--- config.mk ---
export PLATFORM = sky130hd
export DESIGN_NAME = fixed_block_pool_allocator_top
export DESIGN_NICKNAME = d
export VERILOG_FILES = /design/src/rtl/core/fbpa_pkg.sv /design/src/rtl/core/fixed_block_pool_allocator_top.sv
export SDC_FILE = /design/constraint.sdc
export NUM_CORES = 2
export LEC_CHECK = 0
export BUFFER_PORTS_ARGS = -buffer_cell sky130_fd_sc_hd__clkbuf_2
export CORE_MARGIN = 2
export CORE_UTILIZATION = 60
export DETAILED_ROUTE_END_ITERATION = 10
export PLACE_DENSITY = 0.76
export RECOVER_POWER = 25
export SYNTH_ARGS = -nofsm -noshare
export SYNTH_HDL_FRONTEND = slang
export SYNTH_SLANG_ARGS = --single-unit
--- constraint.sdc ---
create_clock -name clk -period 9.8 [get_ports clk]
set_clock_uncertainty 0.2 [all_clocks]
set_input_delay 0.98 -clock clk [delete_from_list [all_inputs] [get_ports clk]]
set_output_delay 0.98 -clock clk [all_outputs]
set_load 0.1 [all_outputs]
--- src/rtl/core/fbpa_pkg.sv ---
`default_nettype none

package fbpa_pkg;

	// Defaults for the top-level parameters.
	localparam int MAX_BLOCKS_DEF = 256;
	localparam int ADDR_WIDTH_DEF = 32;

	// Register widths and reset values.
	localparam int CFG_DATA_W = 32;
	localparam int CFG_INDEX_W = 2;
	localparam int BASE_W = 32;
	localparam int BYTES_W = 16;
	localparam int TOTAL_W = 9;

	localparam logic [BASE_W-1:0] POOL_BASE_RST = 32'd4096;
	localparam logic [BYTES_W-1:0] BLOCK_BYTES_RST = 16'd4;
	localparam logic [TOTAL_W-1:0] BLOCK_TOTAL_RST = 9'd1;

	// A block must be able to hold at least one pointer.
	localparam logic [BYTES_W-1:0] MIN_BLOCK_BYTES = 16'd4;

	localparam logic [CFG_INDEX_W-1:0] CFG_POOL_BASE = 2'd0;
	localparam logic [CFG_INDEX_W-1:0] CFG_BLOCK_BYTES = 2'd1;
	localparam logic [CFG_INDEX_W-1:0] CFG_BLOCK_TOTAL = 2'd2;

	typedef enum logic [1:0] {
		FUNC_ACQUIRE  = 2'd0,
		FUNC_RELEASE  = 2'd1,
		FUNC_REBUILD  = 2'd2,
		FUNC_CONTAINS = 2'd3
	} func_t;

	typedef enum logic [1:0] {
		ST_OK       = 2'd0,
		ST_INVALID  = 2'd1,
		ST_ALL_FREE = 2'd2,
		ST_EMPTY    = 2'd3
	} status_t;

	typedef enum logic [3:0] {
		S_IDLE,
		S_POP,
		S_MUL,
		S_ADD,
		S_CHK,
		S_DIV,
		S_PUSH,
		S_REB,
		S_FIN
	} state_t;

endpackage

`default_nettype wire

--- src/rtl/core/fixed_block_pool_allocator_top.sv ---
// Fixed-size block pool allocator.
// The input channel (in_valid, in_stall, func, address) carries one request per
// transaction: acquire, release, rebuild of the free list, or a contains query.
// The output channel (out_valid, out_stall, block_address, status, belongs,
// free_blocks) returns exactly one result transaction per request, in order.
// Geometry is set through the write port (cfg_wen, cfg_index, cfg_wdata); the user
// must write it only while idle, as the block does not enforce this. Requests are
// handled one at a time by a small sequencer around the free-index stack memory.
// An acquire passes through stack read, index multiply, base add and output, or goes
// straight to the output on an empty pool. Release and contains take one quotient
// bit per cycle in the shared restoring divider that checks block alignment, or go
// straight to the output for an address outside the pool. A new request is taken
// the cycle after the previous result has been loaded into the output register.
// A rebuild only resets the free level and the low-water mark: stack positions below
// the mark that have not been pushed since the last rebuild read as their own index.
// Reset loads the register defaults and leaves the stack as after a rebuild with one
// block, with no clearing pass. While out_stall is high the result holds in the
// output register; one further request is still accepted and finishes into a wait
// state until the output register frees up.
`default_nettype none

module fixed_block_pool_allocator_top
	import fbpa_pkg::*;
#(
	parameter int MAX_BLOCKS = MAX_BLOCKS_DEF,
	parameter int ADDR_WIDTH = ADDR_WIDTH_DEF,
	localparam int LW = $clog2(MAX_BLOCKS + 1)
) (
	input  wire logic                   clk,
	input  wire logic                   arst_n,

	input  wire logic                   cfg_wen,
	input  wire logic [CFG_INDEX_W-1:0] cfg_index,
	input  wire logic [CFG_DATA_W-1:0]  cfg_wdata,

	input  wire logic                   in_valid,
	output logic                        in_stall,
	input  wire logic [1:0]             func,
	input  wire logic [ADDR_WIDTH-1:0]  address,

	output logic                        out_valid,
	input  wire logic                   out_stall,
	output logic [ADDR_WIDTH-1:0]       block_address,
	output logic [1:0]                  status,
	output logic                        belongs,
	output logic [LW-1:0]               free_blocks
);

	localparam int AW = ADDR_WIDTH;
	localparam int IW = $clog2(MAX_BLOCKS);
	localparam int SPW = LW + BYTES_W;
	localparam int CW = (AW > SPW) ? AW : SPW;
	localparam int TW = (LW > TOTAL_W) ? LW : TOTAL_W;
	localparam int DW = IW + BYTES_W;
	localparam int PW = IW + BYTES_W;
	localparam int CNTW = $clog2(IW + 1);

	// Configuration registers.
	logic [BASE_W-1:0]  pool_base_q;
	logic [BYTES_W-1:0] block_bytes_q;
	logic [TOTAL_W-1:0] block_total_q;

	// Control state.
	state_t          state_q, state_d;
	logic [LW-1:0]   free_level_q;
	logic [LW-1:0]   low_mark_q;
	logic [CNTW-1:0] cnt_q;
	logic            out_valid_q;

	// Payload registers.
	func_t              func_q;
	logic [AW-1:0]      addr_q;
	logic [SPW-1:0]     span_q;
	logic [SPW-1:0]     rem_q;
	logic [DW-1:0]      div_q;
	logic [IW-1:0]      quo_q;
	logic [IW-1:0]      rd_q;
	logic [PW-1:0]      prod_q;
	logic [AW-1:0]      res_addr_q;
	status_t            res_status_q;
	logic               res_belongs_q;
	logic [AW-1:0]      out_addr_q;
	status_t            out_status_q;
	logic               out_belongs_q;
	logic [LW-1:0]      out_free_q;

	// Free-index stack.
	logic [IW-1:0] stack_mem [MAX_BLOCKS];

	logic [LW-1:0]      eff_total_c;
	logic [BYTES_W-1:0] eff_bytes_c;
	logic [AW-1:0]      base_c;
	logic [AW-1:0]      off_c;
	logic               chk_ok_c;
	logic               div_ge_c;
	logic               aligned_c;
	logic               push_ok_c;
	logic [IW-1:0]      acq_idx_c;
	logic [IW-1:0]      rd_addr_c;
	logic [IW-1:0]      wr_addr_c;
	logic               in_accept_c;
	logic               mem_we_c;
	logic               out_load_c;

	// Geometry after clamping.
	always_comb begin
		if (TW'(block_total_q) > TW'(MAX_BLOCKS)) begin
			eff_total_c = LW'(MAX_BLOCKS);
		end else begin
			eff_total_c = LW'(block_total_q);
		end
		eff_bytes_c = (block_bytes_q < MIN_BLOCK_BYTES) ? MIN_BLOCK_BYTES : block_bytes_q;
	end

	// Address checks and divider step.
	always_comb begin
		base_c = AW'(pool_base_q);
		off_c = addr_q - base_c;
		chk_ok_c = (addr_q != '0) && (addr_q >= base_c) && (CW'(off_c) < CW'(span_q));
		div_ge_c = rem_q >= SPW'(div_q);
		aligned_c = (rem_q == '0);
		push_ok_c = (func_q == FUNC_RELEASE) && aligned_c && (free_level_q < eff_total_c);
		// Positions below the low-water mark still hold the rebuild contents.
		acq_idx_c = (free_level_q < low_mark_q) ? free_level_q[IW-1:0] : rd_q;
		rd_addr_c = IW'(free_level_q - LW'(1));
		wr_addr_c = free_level_q[IW-1:0];
	end

	// Sequencer outputs.
	always_comb begin
		in_stall = (state_q != S_IDLE);
		in_accept_c = in_valid && (state_q == S_IDLE);
		mem_we_c = (state_q == S_PUSH) && push_ok_c;
		out_load_c = (state_q == S_FIN) && (!out_valid_q || !out_stall);
	end

	// Sequencer next state.
	always_comb begin
		state_d = state_q;
		unique case (state_q)
			S_IDLE: begin
				if (in_accept_c) begin
					unique case (func_t'(func))
						FUNC_ACQUIRE:  state_d = (free_level_q == '0) ? S_FIN : S_POP;
						FUNC_RELEASE:  state_d = S_CHK;
						FUNC_REBUILD:  state_d = S_REB;
						FUNC_CONTAINS: state_d = S_CHK;
						default:       state_d = S_IDLE;
					endcase
				end
			end
			S_POP:  state_d = S_MUL;
			S_MUL:  state_d = S_ADD;
			S_ADD:  state_d = S_FIN;
			S_CHK:  state_d = chk_ok_c ? S_DIV : S_FIN;
			S_DIV:  state_d = (cnt_q == '0) ? S_PUSH : S_DIV;
			S_PUSH: state_d = S_FIN;
			S_REB:  state_d = S_FIN;
			S_FIN:  state_d = out_load_c ? S_IDLE : S_FIN;
			default: state_d = S_IDLE;
		endcase
	end

	always_ff @(posedge clk or negedge arst_n) begin
		if (!arst_n) begin
			pool_base_q <= POOL_BASE_RST;
			block_bytes_q <= BLOCK_BYTES_RST;
			block_total_q <= BLOCK_TOTAL_RST;
		end else if (cfg_wen) begin
			case (cfg_index)
				CFG_POOL_BASE:   pool_base_q <= cfg_wdata[BASE_W-1:0];
				CFG_BLOCK_BYTES: block_bytes_q <= cfg_wdata[BYTES_W-1:0];
				CFG_BLOCK_TOTAL: block_total_q <= cfg_wdata[TOTAL_W-1:0];
				default: ;
			endcase
		end
	end

	always_ff @(posedge clk or negedge arst_n) begin
		if (!arst_n) begin
			state_q <= S_IDLE;
			free_level_q <= LW'(BLOCK_TOTAL_RST);
			low_mark_q <= LW'(MAX_BLOCKS);
			cnt_q <= '0;
			out_valid_q <= 1'b0;
		end else begin
			state_q <= state_d;
			if (state_q == S_POP) begin
				free_level_q <= free_level_q - LW'(1);
			end
			if (state_q == S_REB) begin
				free_level_q <= eff_total_c;
				low_mark_q <= LW'(MAX_BLOCKS);
			end
			if (mem_we_c) begin
				free_level_q <= free_level_q + LW'(1);
				if (free_level_q < low_mark_q) begin
					low_mark_q <= free_level_q;
				end
			end
			if (state_q == S_CHK) begin
				cnt_q <= CNTW'(IW - 1);
			end else if (state_q == S_DIV) begin
				cnt_q <= cnt_q - CNTW'(1);
			end
			if (out_load_c) begin
				out_valid_q <= 1'b1;
			end else if (!out_stall) begin
				out_valid_q <= 1'b0;
			end
		end
	end

	// Datapath.
	always_ff @(posedge clk) begin
		span_q <= SPW'(eff_total_c) * SPW'(eff_bytes_c);
		if (in_accept_c) begin
			func_q <= func_t'(func);
			addr_q <= address;
			res_addr_q <= '0;
			res_belongs_q <= 1'b0;
			if ((func_t'(func) == FUNC_ACQUIRE) && (free_level_q == '0)) begin
				res_status_q <= ST_EMPTY;
			end else begin
				res_status_q <= ST_OK;
			end
		end
		if (state_q == S_MUL) begin
			prod_q <= PW'(acq_idx_c) * PW'(eff_bytes_c);
		end
		if (state_q == S_ADD) begin
			res_addr_q <= base_c + AW'(prod_q);
		end
		if (state_q == S_CHK) begin
			rem_q <= SPW'(off_c);
			div_q <= DW'(eff_bytes_c) << (IW - 1);
			quo_q <= '0;
			if (!chk_ok_c && (func_q == FUNC_RELEASE)) begin
				res_status_q <= ST_INVALID;
			end
		end
		if (state_q == S_DIV) begin
			if (div_ge_c) begin
				rem_q <= rem_q - SPW'(div_q);
			end
			quo_q <= (quo_q << 1) | IW'(div_ge_c);
			div_q <= div_q >> 1;
		end
		if (state_q == S_PUSH) begin
			res_belongs_q <= aligned_c;
			if (func_q == FUNC_RELEASE) begin
				if (!aligned_c) begin
					res_status_q <= ST_INVALID;
				end else if (free_level_q >= eff_total_c) begin
					res_status_q <= ST_ALL_FREE;
				end
			end
		end
		if (out_load_c) begin
			out_addr_q <= res_addr_q;
			out_status_q <= res_status_q;
			out_belongs_q <= res_belongs_q;
			out_free_q <= free_level_q;
		end
	end

	// Stack memory with a registered read port.
	always_ff @(posedge clk) begin
		if (mem_we_c) begin
			stack_mem[wr_addr_c] <= quo_q;
		end
		rd_q <= stack_mem[rd_addr_c];
	end

	assign out_valid = out_valid_q;
	assign block_address = out_addr_q;
	assign status = out_status_q;
	assign belongs = out_belongs_q;
	assign free_blocks = out_free_q;

	a_level_bound: assert property (@(posedge clk) disable iff (!arst_n)
		free_level_q <= LW'(MAX_BLOCKS))
		else $error("free level exceeds the stack depth");

	a_push_room: assert property (@(posedge clk) disable iff (!arst_n)
		mem_we_c |-> (free_level_q < eff_total_c))
		else $error("push into a full pool");

	a_pop_level: assert property (@(posedge clk) disable iff (!arst_n)
		(state_q == S_POP) |=> (free_level_q == $past(free_level_q) - LW'(1)))
		else $error("acquire did not lower the free level by one");

	a_pop_nonempty: assert property (@(posedge clk) disable iff (!arst_n)
		(state_q == S_POP) |-> (free_level_q != '0))
		else $error("pop from an empty stack");

	a_div_end: assert property (@(posedge clk) disable iff (!arst_n)
		((state_q == S_DIV) && (cnt_q == '0)) |=> (state_q == S_PUSH))
		else $error("divider did not finish after its last quotient bit");

	a_load_only_free: assert property (@(posedge clk) disable iff (!arst_n)
		(out_valid_q && out_stall) |-> !out_load_c)
		else $error("result register overwritten while stalled");

endmodule

`default_nettype wire
After elaboration in Yosys (flattened, before gate mapping)

Memories as Yosys holds them, arrays and structs flattened. A register that Yosys moved wholly into a read port is not among the register bits.
Index checks and enable logic that the tools add are counted.

Add/subtract/negate cells: 6
Order comparisons: 8
Bitwise logic cells: 1
Reductions and logical operators: 30
Muxes and demuxes: 41
Equality and inequality tests: 16
Multiply operators: 2

Operators with widths:

| cell                | count |
|---|---|
| $mux 25             | 3 |
| $mux 32             | 2 |
| $mux 9              | 7 |
| $add 32x24->32      | 1 |
| $ge 32x32->1        | 1 |
| $lt 32x25->1        | 1 |
| $reduce_bool 32->1  | 1 |
| $sub 32x32->32      | 1 |
| $pmux 4 s7          | 1 |
| $ge 25x23->1        | 1 |
| $logic_not 25->1    | 1 |
| $mul 9x16->25       | 1 |
| $sub 25x23->25      | 1 |
| $mul 8x16->24       | 1 |
| $mux 4              | 6 |
| $mux 8              | 3 |
| $mux 23             | 1 |
| $mux 22             | 1 |
| $lt 9x9->1          | 2 |
| $mux 2              | 9 |
| $eq 4x3->1 const B  | 4 |
| $lt 16x3->1 const B | 1 |
| $mux 16             | 1 |
| $pmux 4 s3          | 1 |
| 26 further kinds    | 52 |

Word-level logic and storage cells: 128
Output and inout bits: 46
Memory bits (writable): 2048
Memories: 1
Register bits after elaboration: 302

Memory list:

| memory    | depth | bits a word | rd ports | clocked after Yosys merged registers in | wr ports | RTL line                             | source |
|---|---|---|---|---|---|---|---|
| stack_mem | 256   | 8           | 1        | 1                                       | 1        | fixed_block_pool_allocator_top.sv:88 | `logic [IW-1:0] stack_mem [MAX_BLOCKS];` |

Longest topological paths before layout

Word-level depth: 11
Depth in mapped cells: 28
Depth with buffers taken out: 27

Least setup slack after synthesis

Ideal clock, no wire load.

Kind: register to register
From: register free_level_q[1]
To: register prod_q[22] (data pin)
Clock period less this slack: 6.583 ns
Data arrival time: 6.188 ns
Path buffers: 0
Slack: 3.217 ns
Library setup time: 0.195 ns
Data required time: 9.405 ns
Stages on the path, launching flop included: 26
Cell sequence: dfrtp_1 ha_1 a21o_1 a21o_1 a21o_1 a21o_1 a21oi_1 o21a_1 o21ai_1 a21bo_2 fa_1 fa_1 inv_1 fa_1 inv_1 fa_1 inv_1 ha_1 o21ai_0 nor2b_1 a21oi_1 a41o_1 o41a_1 nor3b_1 o21a_1 o311ai_0

Word-level cells in the longest chain between the ends: 3

RTL lines:

| what                   | RTL line                              | source |
|---|---|---|
| start, declared        | fixed_block_pool_allocator_top.sv:65  | `logic [LW-1:0] free_level_q;` |
| start signal, assigned | fixed_block_pool_allocator_top.sv:182 | `free_level_q <= LW'(BLOCK_TOTAL_RST);` |
| start signal, assigned | fixed_block_pool_allocator_top.sv:189 | `free_level_q <= free_level_q - LW'(1);` |
| start signal, assigned | fixed_block_pool_allocator_top.sv:192 | `free_level_q <= eff_total_c;` |
| $lt 9x9->1             | fixed_block_pool_allocator_top.sv:124 | `acq_idx_c = (free_level_q < low_mark_q) ? free_level_q[IW-1:0] : rd_q;` |
| $mux 8 *               | fixed_block_pool_allocator_top.sv:124 |  |
| $mul 8x16->24 *        | fixed_block_pool_allocator_top.sv:229 | `prod_q <= PW'(acq_idx_c) * PW'(eff_bytes_c);` |
| end signal, assigned   | fixed_block_pool_allocator_top.sv:229 |  |
| end, declared          | fixed_block_pool_allocator_top.sv:78  | `logic [PW-1:0] prod_q;` |

Mark *: on every way between the ends. The rest lies on a longest branch, timed or not.
A chain may end at the register's enable or synchronous reset.

Worst setup path in the final report

From: register free_level_q[0]
To: register prod_q[23] (data pin)

The elaborated chain is that of the path after synthesis.

==> impl_summary.log <==
INFO  metric maxCapViolations = 14
INFO  metric status = finished with violations
INFO  metric max_slew.worst_pin.slew = roughly 4.5 ns
INFO  metric footprint_of_the_multi_input_gates = approximately 0.032 mm2
INFO  metric global_route.overflow_total = 0
INFO  metric seq_area_frac_synth = 0.669
INFO  metric timing.final.setup_violations = 0
INFO  metric synthesis.instances = between 5000 and 6000
INFO  metric final_setup_tns = 0 ns
INFO  metric maximum_level_of_the_cts_h_tree = 4
INFO  metric area.growth.synth_to_final = 9.96%
INFO  metric hold_viol = 0
INFO  metric final_layout_size_suffix_gt1_frac = 0.200
INFO  metric ys_async_sr_fraction = 0.0356
INFO  metric cts_made_buffers = 223
INFO  metric synth_fp_nets = between 6000 and 7000
INFO  metric mean_number_of_vias_per_cell = 6.58
INFO  metric floorplan.core_area = 0.173 mm2
INFO  metric synth_seq_cells = about 2400
INFO  metric first_iter_violations = 7195
INFO  metric filler_cell_count = ~11000
INFO  metric violated_checks = capacitance limit, slew limit
INFO  metric synth_fa_ha_area_frac = 0.0615
INFO  metric floorplan.io_pins = 119
INFO  metric drt-pass1-iter-count = 6
INFO  metric detailedPlacementHpwl = ~150 mm
INFO  metric hold_class = primary input to flip-flop
INFO  metric yosysWarningCount = 0
INFO  metric synth_area = approximately 0.10 mm2
INFO  metric via_count_of_the_first_global_routing_pass = 56500
INFO  metric setup_repair_after_global_routing_missed_its_margin = no
INFO  metric grt_util_all_layers = 0.301
INFO  metric cts_tree = done
INFO  metric core.rowCount = around 150
INFO  metric synth_xor_area_frac = 0.00815
INFO  metric via_count = approximately 56000
INFO  metric number_of_gates_resized_after_cts = 0
INFO  metric layout.nets = about 6500
INFO  metric synth_top_flop_cell = sky130_fd_sc_hd__edfxtp_1
INFO  metric route.detailed.drc = 0
INFO  metric layout.area.seq = roughly 0.07 mm2
INFO  metric die_height = around 420 um
INFO  metric cts-root-buf = sky130_fd_sc_hd__clkbuf_16
INFO  metric initial_utilization = 0.602
INFO  metric synth_simple_gate_area_share = 0.0451
INFO  metric die_area = approximately 0.18 mm2
INFO  metric grt_antenna_before_repair = 8
INFO  metric synth_top_family_by_area = multiplexers
INFO  metric io_buffer_count = 118
INFO  metric cp-start-kind = flip-flop
INFO  metric placed_area = about 0.11 mm2
INFO  metric clkTransAtPathRegs = approximately 0.07 ns
INFO  metric synth.lib_cells_used.distinct = approximately 80
INFO  metric post_drt_wl_per_cell = just over 30 um
INFO  metric detail_route.wirelength = between 200 and 300 mm
INFO  metric synth_compound_gate_area_share = 0.0390
INFO  metric worst_slew_margin_rel = -1.97
INFO  metric cts.path.max_buffers = 3
INFO  metric routability_congestion = 0.917
INFO  metric die_width = roughly 420 um
INFO  metric crit_fanout = 33
INFO  metric grt_pass1_wl = 384 mm
INFO  metric number_of_synthesized_flops_with_an_enable_pin = around 2200
INFO  metric period_minus_slack = ~7.9 ns
INFO  metric cp.arrival = around 8.3 ns
INFO  metric timing.fmax = roughly 130 MHz
INFO  metric final.period_utilization = 0.810
INFO  metric syn_avg_cell_area = 17.6 um2
INFO  metric cp-end-kind = flip-flop
INFO  metric clock_sinks = 2358
INFO  metric grt_max_degree = roughly 230
INFO  metric worst-endpoint-required = 10.17 ns
INFO  metric synth.mux.area_fraction = 0.152
INFO  metric crit_type = flip-flop to flip-flop
INFO  metric final_max_slew_viol_count = 1073
INFO  metric final_standard_cell_area_without_fillers = 0.115 mm2
INFO  metric remaining_number_of_nets_flagged_by_the_antenna_check_after_routing = 0
INFO  metric insertion_delay = ~0.88 ns
-- Yosys cell counts (27+ instances only) --
cell type                  number  area share
sky130_fd_sc_hd__dfxtp_1       60       0.012
sky130_fd_sc_hd__a21boi_1      59      0.0042
sky130_fd_sc_hd__nand3_1       65      0.0031
sky130_fd_sc_hd__buf_1         29      0.0010
sky130_fd_sc_hd__nand2_1      261      0.0094
sky130_fd_sc_hd__a21boi_0      32      0.0023
sky130_fd_sc_hd__fa_1         186       0.036
sky130_fd_sc_hd__dfrtp_1       79       0.019
sky130_fd_sc_hd__nor2_1       414       0.015
sky130_fd_sc_hd__nor3_1        46      0.0022
sky130_fd_sc_hd__inv_1        369       0.013
sky130_fd_sc_hd__edfxtp_1    2214        0.64
sky130_fd_sc_hd__ha_1         215       0.026
sky130_fd_sc_hd__clkbuf_1     227      0.0082
sky130_fd_sc_hd__o21a_1        28      0.0020
sky130_fd_sc_hd__and2_1        72      0.0043
sky130_fd_sc_hd__buf_2         40      0.0019
sky130_fd_sc_hd__a21o_1        50      0.0036
sky130_fd_sc_hd__a21oi_1      152      0.0073
sky130_fd_sc_hd__xor2_1        37      0.0031
sky130_fd_sc_hd__xnor2_1       60      0.0050
sky130_fd_sc_hd__nor2b_1       27      0.0016
sky130_fd_sc_hd__mux4_2       680        0.15
sky130_fd_sc_hd__o21ai_0      122      0.0059
-- placed cells by master, fill, tap and decap left out, types with 27 or more instances in the layout --
cell / Yosys / final
sky130_fd_sc_hd__inv_1: 369 / 369
sky130_fd_sc_hd__nand2_1: 261 / 249
sky130_fd_sc_hd__a21o_1: 50 / 50
sky130_fd_sc_hd__buf_4: 1 / 65
sky130_fd_sc_hd__a21oi_1: 152 / 151
sky130_fd_sc_hd__ha_1: 215 / 214
sky130_fd_sc_hd__clkinv_2: 0 / 35
sky130_fd_sc_hd__nand3_1: 65 / 62
sky130_fd_sc_hd__nor2b_1: 27 / 27
sky130_fd_sc_hd__o21ai_0: 122 / 122
sky130_fd_sc_hd__clkbuf_16: 0 / 224
sky130_fd_sc_hd__xnor2_1: 60 / 56
sky130_fd_sc_hd__and2_1: 72 / 71
sky130_fd_sc_hd__clkbuf_1: 227 / 82
sky130_fd_sc_hd__a21boi_1: 59 / 59
sky130_fd_sc_hd__o21a_1: 28 / 28
sky130_fd_sc_hd__edfxtp_1: 2214 / 2214
sky130_fd_sc_hd__dfrtp_1: 79 / 79
sky130_fd_sc_hd__nor3_1: 46 / 46
sky130_fd_sc_hd__xor2_1: 37 / 37
sky130_fd_sc_hd__a21boi_0: 32 / 32
sky130_fd_sc_hd__clkinv_1: 0 / 53
sky130_fd_sc_hd__dfxtp_1: 60 / 60
sky130_fd_sc_hd__fa_1: 186 / 186
sky130_fd_sc_hd__clkbuf_2: 0 / 106
sky130_fd_sc_hd__mux4_2: 680 / 680
sky130_fd_sc_hd__nor2_1: 414 / 413
-- through the flow --
stage | worst slack (ns) | utilization | instances | hold WS, ns
6_report | 1.86 | 0.662 | 8568 | 0.0753
5_1_grt | 1.25 | 0.662 | 8566 | 0.0373
4_1_cts | 1.82 | 0.662 | 8565 | 0.0284
3_5_place_dp | 1.89 | 0.621 | 8154 | 0.205
3_3_place_gp | 1.93 | 0.621 | 8154 | 0.200
2_1_floorplan | 3.22 | - | 5915 | 0.200
-- layout make-up --
type                    instances  area share
inverters                     371      0.0121
well taps                    2325      0.0254
multi-input cells            2889       0.279
clock buffers                 275      0.0506
repair buffers                213      0.0116
diodes                          2   0.0000436
flip-flops and latches       2358       0.609
clock inverters               135      0.0121
-- worst max-delay path, stage by stage, from the launching register on --
cell and delay (ns):
sky130_fd_sc_hd__dfstp_4 0.99, sky130_fd_sc_hd__nand2b_1 0.18, sky130_fd_sc_hd__a21o_1 0.12, sky130_fd_sc_hd__a21o_1 0.10, sky130_fd_sc_hd__a21o_1 0.11, sky130_fd_sc_hd__a21o_1 0.10
sky130_fd_sc_hd__a21oi_1 0.08, sky130_fd_sc_hd__o21a_1 0.28, sky130_fd_sc_hd__o21ai_1 0.98, sky130_fd_sc_hd__a21boi_0 0.31, sky130_fd_sc_hd__fa_1 0.52, sky130_fd_sc_hd__fa_1 0.48
sky130_fd_sc_hd__fa_1 0.56, sky130_fd_sc_hd__inv_1 0.05, sky130_fd_sc_hd__fa_1 0.48, sky130_fd_sc_hd__inv_1 0.04, sky130_fd_sc_hd__ha_1 0.31, sky130_fd_sc_hd__o21ai_0 0.22
sky130_fd_sc_hd__a21oi_1 0.09, sky130_fd_sc_hd__o41ai_1 0.70, sky130_fd_sc_hd__o211ai_1 0.28, sky130_fd_sc_hd__nand3_1 0.14, sky130_fd_sc_hd__nand3_1 0.09, sky130_fd_sc_hd__o22ai_1 0.15
sky130_fd_sc_hd__xnor2_1 0.10
-- registers in the layout, indices dropped and copies added, names as in the netlist, 2 cells and up --
signal and count:
block_total_q 9, free_blocks 9, low_mark_q 9, block_address 32, free_level_q 9, status 2, div_q 23, span_q 25
func_q 2, quo_q 8, addr_q 32, base_c 32, rem_q 25, prod_q 24, state_q 4, rd_q 8
cnt_q 4, res_status_q 2, stack_mem 2048, res_addr_q 32, block_bytes_q 16
-- cell families after synthesis --
| logic type | Yosys count |
|---|---|
| flip-flops | 2358 |
| AND/OR/NAND/NOR | 1035 |
| multiplexers | 733 |
| buffers and inverters | 668 |
| AO/OA/AOI/OAI | 623 |
| adder cells (fa/ha/maj) | 401 |
| XOR/XNOR | 97 |
-- routing by layer --
metal / up-vias / routed length (um) / track usage
met2: 3288 / 129000 / 0.487
li1: 23400 / - / -
met4: 14 / 13700 / 0.138
met1: 29100 / 96800 / 0.403
met5: - / 93 / 0
met3: 622 / 23600 / 0.0557
-- path summary, 6_finish.rpt --
path | from | endpoint | slack, ns | cells past startpoint
setup / recovery | free_level_q[0] | prod_q[23] | 1.86 | 24
min in group asynchronous | arst_n | base_c[25] | 0.55 | 2
max in group asynchronous | arst_n | free_level_q[4] | 4.22 | 3
hold reg to reg | res_addr_q[20] | block_address[20] | 0.22 | 0
hold / removal | address[10] | addr_q[10] | 0.08 | 1
setup reg to reg | free_level_q[0] | prod_q[23] | 1.86 | 24
-- timing repair --
action,in CTS,in global routing
hold endpoints to repair,10,0
hold buffers,1,0
setup buffers,0,0
Power is left out: the tool's default activity adds up to more than one toggle a clock period on the data nets, which glitch-free logic cannot reach.
